### src/hdl/spi_pkg.sv
// Shared types, widths and constants of the segment pair intersection block.
`default_nettype none

package spi_pkg;

	localparam int COORD_BITS = 16;
	localparam int FRAC_BITS  = 8;
	localparam int CROSS_BITS = 24;

	localparam int DIFF_W = COORD_BITS + 1;
	localparam int PROD_W = 2 * DIFF_W;
	localparam int WIDE_W = PROD_W + 1;
	localparam int HALF_W = PROD_W / 2;
	localparam int MAG_W  = COORD_BITS + PROD_W;
	localparam int QUO_W  = COORD_BITS + FRAC_BITS;
	localparam int RES_W  = COORD_BITS + FRAC_BITS + 2;
	localparam int SAT_W  = (RES_W > CROSS_BITS) ? RES_W : CROSS_BITS;
	localparam int CELLS  = QUO_W;

	localparam logic signed [SAT_W-1:0] CROSS_MAX = SAT_W'((64'sd1 <<< (CROSS_BITS - 1)) - 64'sd1);
	localparam logic signed [SAT_W-1:0] CROSS_MIN = -CROSS_MAX - SAT_W'(1);

	typedef struct packed {
		logic signed [COORD_BITS-1:0] a_start_x;
		logic signed [COORD_BITS-1:0] a_start_y;
		logic signed [COORD_BITS-1:0] a_end_x;
		logic signed [COORD_BITS-1:0] a_end_y;
		logic signed [COORD_BITS-1:0] b_start_x;
		logic signed [COORD_BITS-1:0] b_start_y;
		logic signed [COORD_BITS-1:0] b_end_x;
		logic signed [COORD_BITS-1:0] b_end_y;
	} pair_t;

	typedef struct packed {
		logic                         hit;
		logic                         strict_hit;
		logic                         same_line;
		logic                         overlap;
		logic                         point_valid;
		logic signed [CROSS_BITS-1:0] cross_x;
		logic signed [CROSS_BITS-1:0] cross_y;
	} isect_t;

	// flags and offsets that ride alongside the divider
	typedef struct packed {
		logic                         hit;
		logic                         strict_hit;
		logic                         same_line;
		logic                         overlap;
		logic                         point_valid;
		logic signed [COORD_BITS-1:0] base_x;
		logic signed [COORD_BITS-1:0] base_y;
		logic                         neg_x;
		logic                         neg_y;
	} side_t;

	typedef struct packed {
		side_t             side;
		logic [PROD_W-1:0] den;
		logic [PROD_W-1:0] rem_x;
		logic [QUO_W-1:0]  acc_x;
		logic [PROD_W-1:0] rem_y;
		logic [QUO_W-1:0]  acc_y;
	} cell_t;

endpackage

`default_nettype wire

### src/hdl/spi_div_cell.sv
// One restoring division step for both axes, registered.
`default_nettype none

module spi_div_cell
	import spi_pkg::*;
(
	input  wire logic  clk,
	input  wire logic  arst_n,
	input  wire logic  en,
	input  wire logic  in_valid,
	input  wire cell_t in_data,
	output logic       out_valid,
	output cell_t      out_data
);

	logic [PROD_W:0] tx;
	logic [PROD_W:0] ty;
	logic            gex;
	logic            gey;
	cell_t           nxt;
	logic            valid_q;
	cell_t           data_q;

	always_comb begin
		tx  = {in_data.rem_x, in_data.acc_x[QUO_W-1]};
		ty  = {in_data.rem_y, in_data.acc_y[QUO_W-1]};
		gex = tx >= {1'b0, in_data.den};
		gey = ty >= {1'b0, in_data.den};
		nxt = in_data;
		// shift the dividend bit out of the top, the quotient bit into the bottom
		nxt.rem_x = gex ? PROD_W'(tx - {1'b0, in_data.den}) : tx[PROD_W-1:0];
		nxt.rem_y = gey ? PROD_W'(ty - {1'b0, in_data.den}) : ty[PROD_W-1:0];
		nxt.acc_x = {in_data.acc_x[QUO_W-2:0], gex};
		nxt.acc_y = {in_data.acc_y[QUO_W-2:0], gey};
	end

	always_ff @(posedge clk or negedge arst_n) begin
		if (!arst_n) begin
			valid_q <= 1'b0;
		end else if (en) begin
			valid_q <= in_valid;
		end
	end

	always_ff @(posedge clk) begin
		if (en) begin
			data_q <= nxt;
		end
	end

	assign out_valid = valid_q;
	assign out_data  = data_q;

endmodule

`default_nettype wire

### config.mk
export PLATFORM = sky130hd
export DESIGN_NAME = spi_div_cell
export DESIGN_NICKNAME = d
export VERILOG_FILES = /design/src/hdl/spi_pkg.sv /design/src/hdl/spi_div_cell.sv
export SDC_FILE = /design/constraint.sdc
export NUM_CORES = 1
export LEC_CHECK = 0
export BUFFER_PORTS_ARGS = -buffer_cell sky130_fd_sc_hd__buf_2
export CAP_MARGIN = 25
export CORE_AREA = 2 2 148 150
export DETAILED_ROUTE_END_ITERATION = 8
export DIE_AREA = 0 0 150 152
export HOLD_SLACK_MARGIN = 0.08
export PLACE_DENSITY = 0.8
export SYNTH_ARGS = -nofsm -noshare
export SYNTH_HDL_FRONTEND = slang
export SYNTH_SLANG_ARGS = --single-unit
export TNS_END_PERCENT = 50
### constraint.sdc
create_clock -name clk -period 1.1 [get_ports clk]
set_input_delay 0.11 -clock clk [delete_from_list [all_inputs] [get_ports clk]]
set_output_delay 0.11 -clock clk [all_outputs]
set_load 0.05 [all_outputs]
==> metrics.csv, run 1 <==
metric,value,unit
cell taking the most area after synthesis,edfxtp_1,
Synth Area in Simple Gates,9.48,%
adder-cell area share of the yosys netlist,8.43,%
Synth Area in Compound Gates,15.4,%
post-GRT worst EP,out_data[46]$_DFFE_PP_/D,
Post-Synth XOR/XNOR Area,4.22,%
Stop stage,global routing,
Post-synth ARST share,0.526,%
Yosys top cell area share,53.7,%
Post-Syn Nets,1164,
die height,152,um
worst-case clock buffer depth,2,
dpl hpwl,29.9,mm
outcome,did not finish,
Post-synth EDFFs,189,
die width,150,um
number of synthesized register bits,190,
Synth area leaders,"edfxtp_1 54%, ha_1 8.0%, mux2_2 4.8%",
DP Area,15100,um2
"Distinct cells, synth",67,
cells after synthesis,901,
total track usage,76.9,%
Post-Syn Area,10600,um2
sequential area share after synthesis,53.9,%
Ys Warns,0,
Initial Util,49.5,%
I/O pin count,383,
largest net degree at the start of global routing,51,
mux contribution to synthesized area,5.27,%
First Err,[ERROR GRT-0232] Routing congestion too high. Check the congestion heatmap in the GUI.,
Root Driver,clkbuf_16,
largest family of logic cells by synthesized area,compound AO/OA/AOI/OAI gates,
top_reg_cell synth,edfxtp_1,
# port buffers,382,
Avg Inst Size Synth,11.7,um2
# rows,54,
TritonCTS buffer count,17,
"Remaining Overflow, GRT",7,
WEP type,register input,
GPL Wtd Cong,0.928,
clock sinks,190,
H-tree levels,4,
[per-stage QoR]
step,hold WS [ns],cells,setup WS [ns],utilization [%],TNS [ns]
floorplan,-0.186,901,-1.70,-,-105.79
global placement,-0.114,1809,-1.97,70.8,-129.37
detailed placement,-0.114,1809,-2.07,70.8,-132.84
CTS,0.0816,2054,-1.40,89.3,-97.72
[synth_stat cells, types with 6 or more instances]
cell type	number
edfxtp_1	189
a21oi_1	87
ha_1	68
nor2_1	66
inv_1	60
nand2_1	54
mux2_2	45
a21o_1	37
o21ai_0	33
xnor2_1	33
nand3_1	18
xor2_1	18
clkbuf_1	16
nor3_1	13
nand4_1	11
o211ai_1	9
o21bai_1	9
a31oi_1	7
nor2b_1	7
o21a_1	7
nand2b_1	6
[cells by family after synthesis]
kind of cell | Yosys count
simple gates | 210
flops | 190
xor+xnor | 51
fa+ha+maj | 70
compound gates | 245
buf+inv | 85
mux | 50
[layer usage]
layer  GRT overflow  GRT usage [%]
met3              0           65.2
met5              0           33.0
met1              0           76.1
met4              4           75.6
met2              3           91.3
[what timing repair did]
action | 4_1_cts
pin swaps | 32
gates resized for setup | 318
cloned | 4
endpoints found under the setup margin | 260
hold buffers | 182
setup buffers | 27
endpoints found under the hold margin | 184
==> run 2, diff against run 1 <==
--- a/config.mk
+++ b/config.mk
@@ -7,11 +7,10 @@
 export LEC_CHECK = 0
 export BUFFER_PORTS_ARGS = -buffer_cell sky130_fd_sc_hd__buf_2
 export CAP_MARGIN = 25
-export CORE_AREA = 2 2 148 150
+export CORE_AREA = 2 2 166 168
 export DETAILED_ROUTE_END_ITERATION = 8
-export DIE_AREA = 0 0 150 152
-export HOLD_SLACK_MARGIN = 0.08
-export PLACE_DENSITY = 0.8
+export DIE_AREA = 0 0 168 170
+export PLACE_DENSITY_LB_ADDON = 0.15
 export SYNTH_ARGS = -nofsm -noshare
 export SYNTH_HDL_FRONTEND = slang
 export SYNTH_SLANG_ARGS = --single-unit
==> run 2 against run 1 <==
  * The flow now finishes, with violations (negative setup slack)
  * Area after synthesis is the same
  * Synthesized cell count unchanged
==> metrics.csv, run 2 <==
metric,value,unit,change
first-pass GRT wire length,62.1,mm,
CP endpoint kind,flip-flop,,
# port buffers,382,,unchanged
dpl hpwl,28.1,mm,-5.9%
TritonCTS buffer count,17,,unchanged
NetSw,10.1,mW,
core area,26700,um2,
power share of the combinational group,41.4,%,
Hold Crit Class,input port to flip-flop,,
DRT Wirelength,42.3,mm,
WHS,0.00863,ns,
"Distinct cells, synth",67,,unchanged
Pwr Density,1370,nW/um2,
Root Driver,clkbuf_16,,
clock skew,0,ns,
share of power burned in registers,33.8,%,
Setup Viol. Count Final,246,,
max_cap viols,0,,
commonest cells in the netlist,"189 x edfxtp_1, 87 x a21oi_1, 68 x ha_1",,
vias in the first global route,11200,,
clock sinks,190,,unchanged
total track usage,28.6,%,
Setup WS pre-CTS,-2.00,ns,+0.0715 ns
Post-synth ARST share,0.526,%,unchanged
Post-Syn Area,10600,um2,unchanged
Post-Layout Inst Area,20200,um2,
cells after synthesis,901,,unchanged
initial antenna violation count,5,,
most frequent cells in the layout,"284 x buf_4, 224 x buf_6, 189 x edfxtp_1",,
Peak Freq,401,MHz,
Crit. Startpoint,in_data[132],,
Clock power frac,24.8,%,
Post-synth EDFFs,189,,unchanged
Max transition margin,64.1,%,
R2R depth,1,,
clock transition at the registers of the reported paths,0.09,ns,
most common cell in the synthesized netlist,edfxtp_1,,
critical path arrival,2.70,ns,
detailed-route via count,10900,,
DRC,0,,
clk_lat worst skew,0.44,ns,
number of synthesized register bits,190,,unchanged
multi-input logic area,5610,um2,
worst-case clock buffer depth,2,,unchanged
worst slew pin tran,0.533,ns,
CP max FO,7,,
Iteration-0 DRC Markers,685,,
top_reg_cell synth,edfxtp_1,,
Detail Route Antenna Nets,0,,
P_leak,8.97,nW,
largest net degree at the start of global routing,50,,
Avg WL per Cell,20.0,um,
Slew Limit Fails,0,,
Initial Util,39.7,%,-9.8 points
Synth area leaders,"edfxtp_1 54%, ha_1 8.0%, mux2_2 4.8%",,
reg2reg setup slack,0.33,ns,
CTS tree,yes,,
Fill cells,1767,,
final net count,2018,,
drt pass-1 iters,5,,
CP Launch Type,input port,,
switching share of total power,36.4,%,
GPL Wtd Cong,0.909,,-2.0%
"commonest non-fill, non-tap cell in the layout",buf_4,,
period utilization,227,%,
Final Core Density,75.9,%,
Cells after DPL,1884,,+4.1%
failing checks,negative setup slack,,
Post-Syn Nets,1164,,unchanged
die width,168,um,+12%
max reg flops,189,,
fin crit period,2.50,ns,
sequential area share after synthesis,53.9,%,unchanged
Die ar.,28600,um2,
outcome,"complete, but fails checks",,
Int Power,17.6,mW,
DP Area,15300,um2,+1.2%
I/O pin count,383,,unchanged
Layout area overhead,91.3,%,
r2r startpoint,out_valid,,
RSZ-0062 raised after global routing,yes,,
H-tree levels,4,,unchanged
Vias/cell,5.16,,
Worst VDD drop,0.00102,V,
layout cells sized above 1,54.5,%,
Critical Path End,out_data[28],,
Post-Route Setup TNS,-93.62,ns,
Critical Path RT,1.30,ns,
# rows,60,,+11%
"Remaining Overflow, GRT",0,,
Yosys top cell area share,53.7,%,unchanged
Ys Warns,0,,unchanged
die height,170,um,+12%
cell taking the most area after synthesis,edfxtp_1,,
Fin. Hold Viols,0,,
Pwr Total,27.8,mW,
register area,5700,um2,
crit path kind,input port to flip-flop,,
Post-Layout Cell Count,2113,,
Avg Inst Size Synth,11.7,um2,unchanged
final setup margin,-1.40,ns,
r2r endpoint,out_valid,,
-- run 2: cells by family (layout without fill, tap and decap cells) --
kind of cell	after synthesis	after routing	share of synthesized area, %
buffers and inverters	85	952	3.29
muxes	50	50	5.27
DFF	190	190	53.9
adders and majority gates	70	70	8.43
xor gates and xnor gates	51	51	4.22
AOI/OAI and AO/OA	245	245	15.4
other	0	4	0
and+or+nand+nor	210	210	9.48
-- run 2: area by class of cell --
cell class / instances / area share, %
sequential: 190 / 28.2
tap: 341 / 2.11
clock buffer: 17 / 2.10
timing repair buffer: 859 / 37.3
multi-input combinational: 626 / 27.7
antenna: 4 / 0.0495
inverter: 61 / 1.47
clock inverter: 15 / 1.11
-- run 2: routing by layer --
metal  global-route usage (%)  routed length [um]  vias up
li1                         -                   -     5124
met1                     33.2               16500     5292
met2                     51.6               21700      381
met3                     5.51                2250       97
met4                     12.1                1800        2
met5                        0                  14        -
-- run 2: timing repair --
action                                 in CTS  in global routing
hold buffers                              142                  1
setup buffers                              34                 25
cloned                                      5                  0
endpoints found under the hold margin     141                  1
setup endpoints to repair                 260                260
pin swaps                                  42                 51
resized for setup                         559                117
-- run 2: worst min-delay path by stage --
stage / startpoint / end / slack [ns] / cells past startpoint
after CTS: in_data[44] / out_data[45] / 0.0006 / 2
after detailed placement: arst_n / out_valid / -0.11 / 1
after floorplan: arst_n / out_valid / -0.19 / 0
after global routing: in_data[109] / out_data[110] / 0.003 / 2
final: in_data[108] / out_data[109] / 0.009 / 3
after global placement: arst_n / out_valid / -0.11 / 1
-- run 2: power groups by stage --
stage                     Sequential, mW  Combinational [mW]  Clock [mW]
after detailed placement            9.27                8.79           0
final                               9.37                11.5        6.89
after global placement              9.27                8.71           0
after CTS                           9.32                11.0        6.99
after floorplan                     12.1                2.80           0
after global routing                9.43                12.1        7.21
-- run 2: critical path, stage by stage --
cell	delay (ns)
buf_12	0.11
inv_12	0.05
ha_4	0.20
a21o_1	0.15
a21o_1	0.21
a2111oi_4	0.34
a31oi_2	0.16
a211o_2	0.33
a21o_1	0.18
a31oi_4	0.16
buf_6	0.13
buf_6	0.12
buf_12	0.14
mux2_4	0.30
Note: power is estimated with default switching activity, not from simulation.
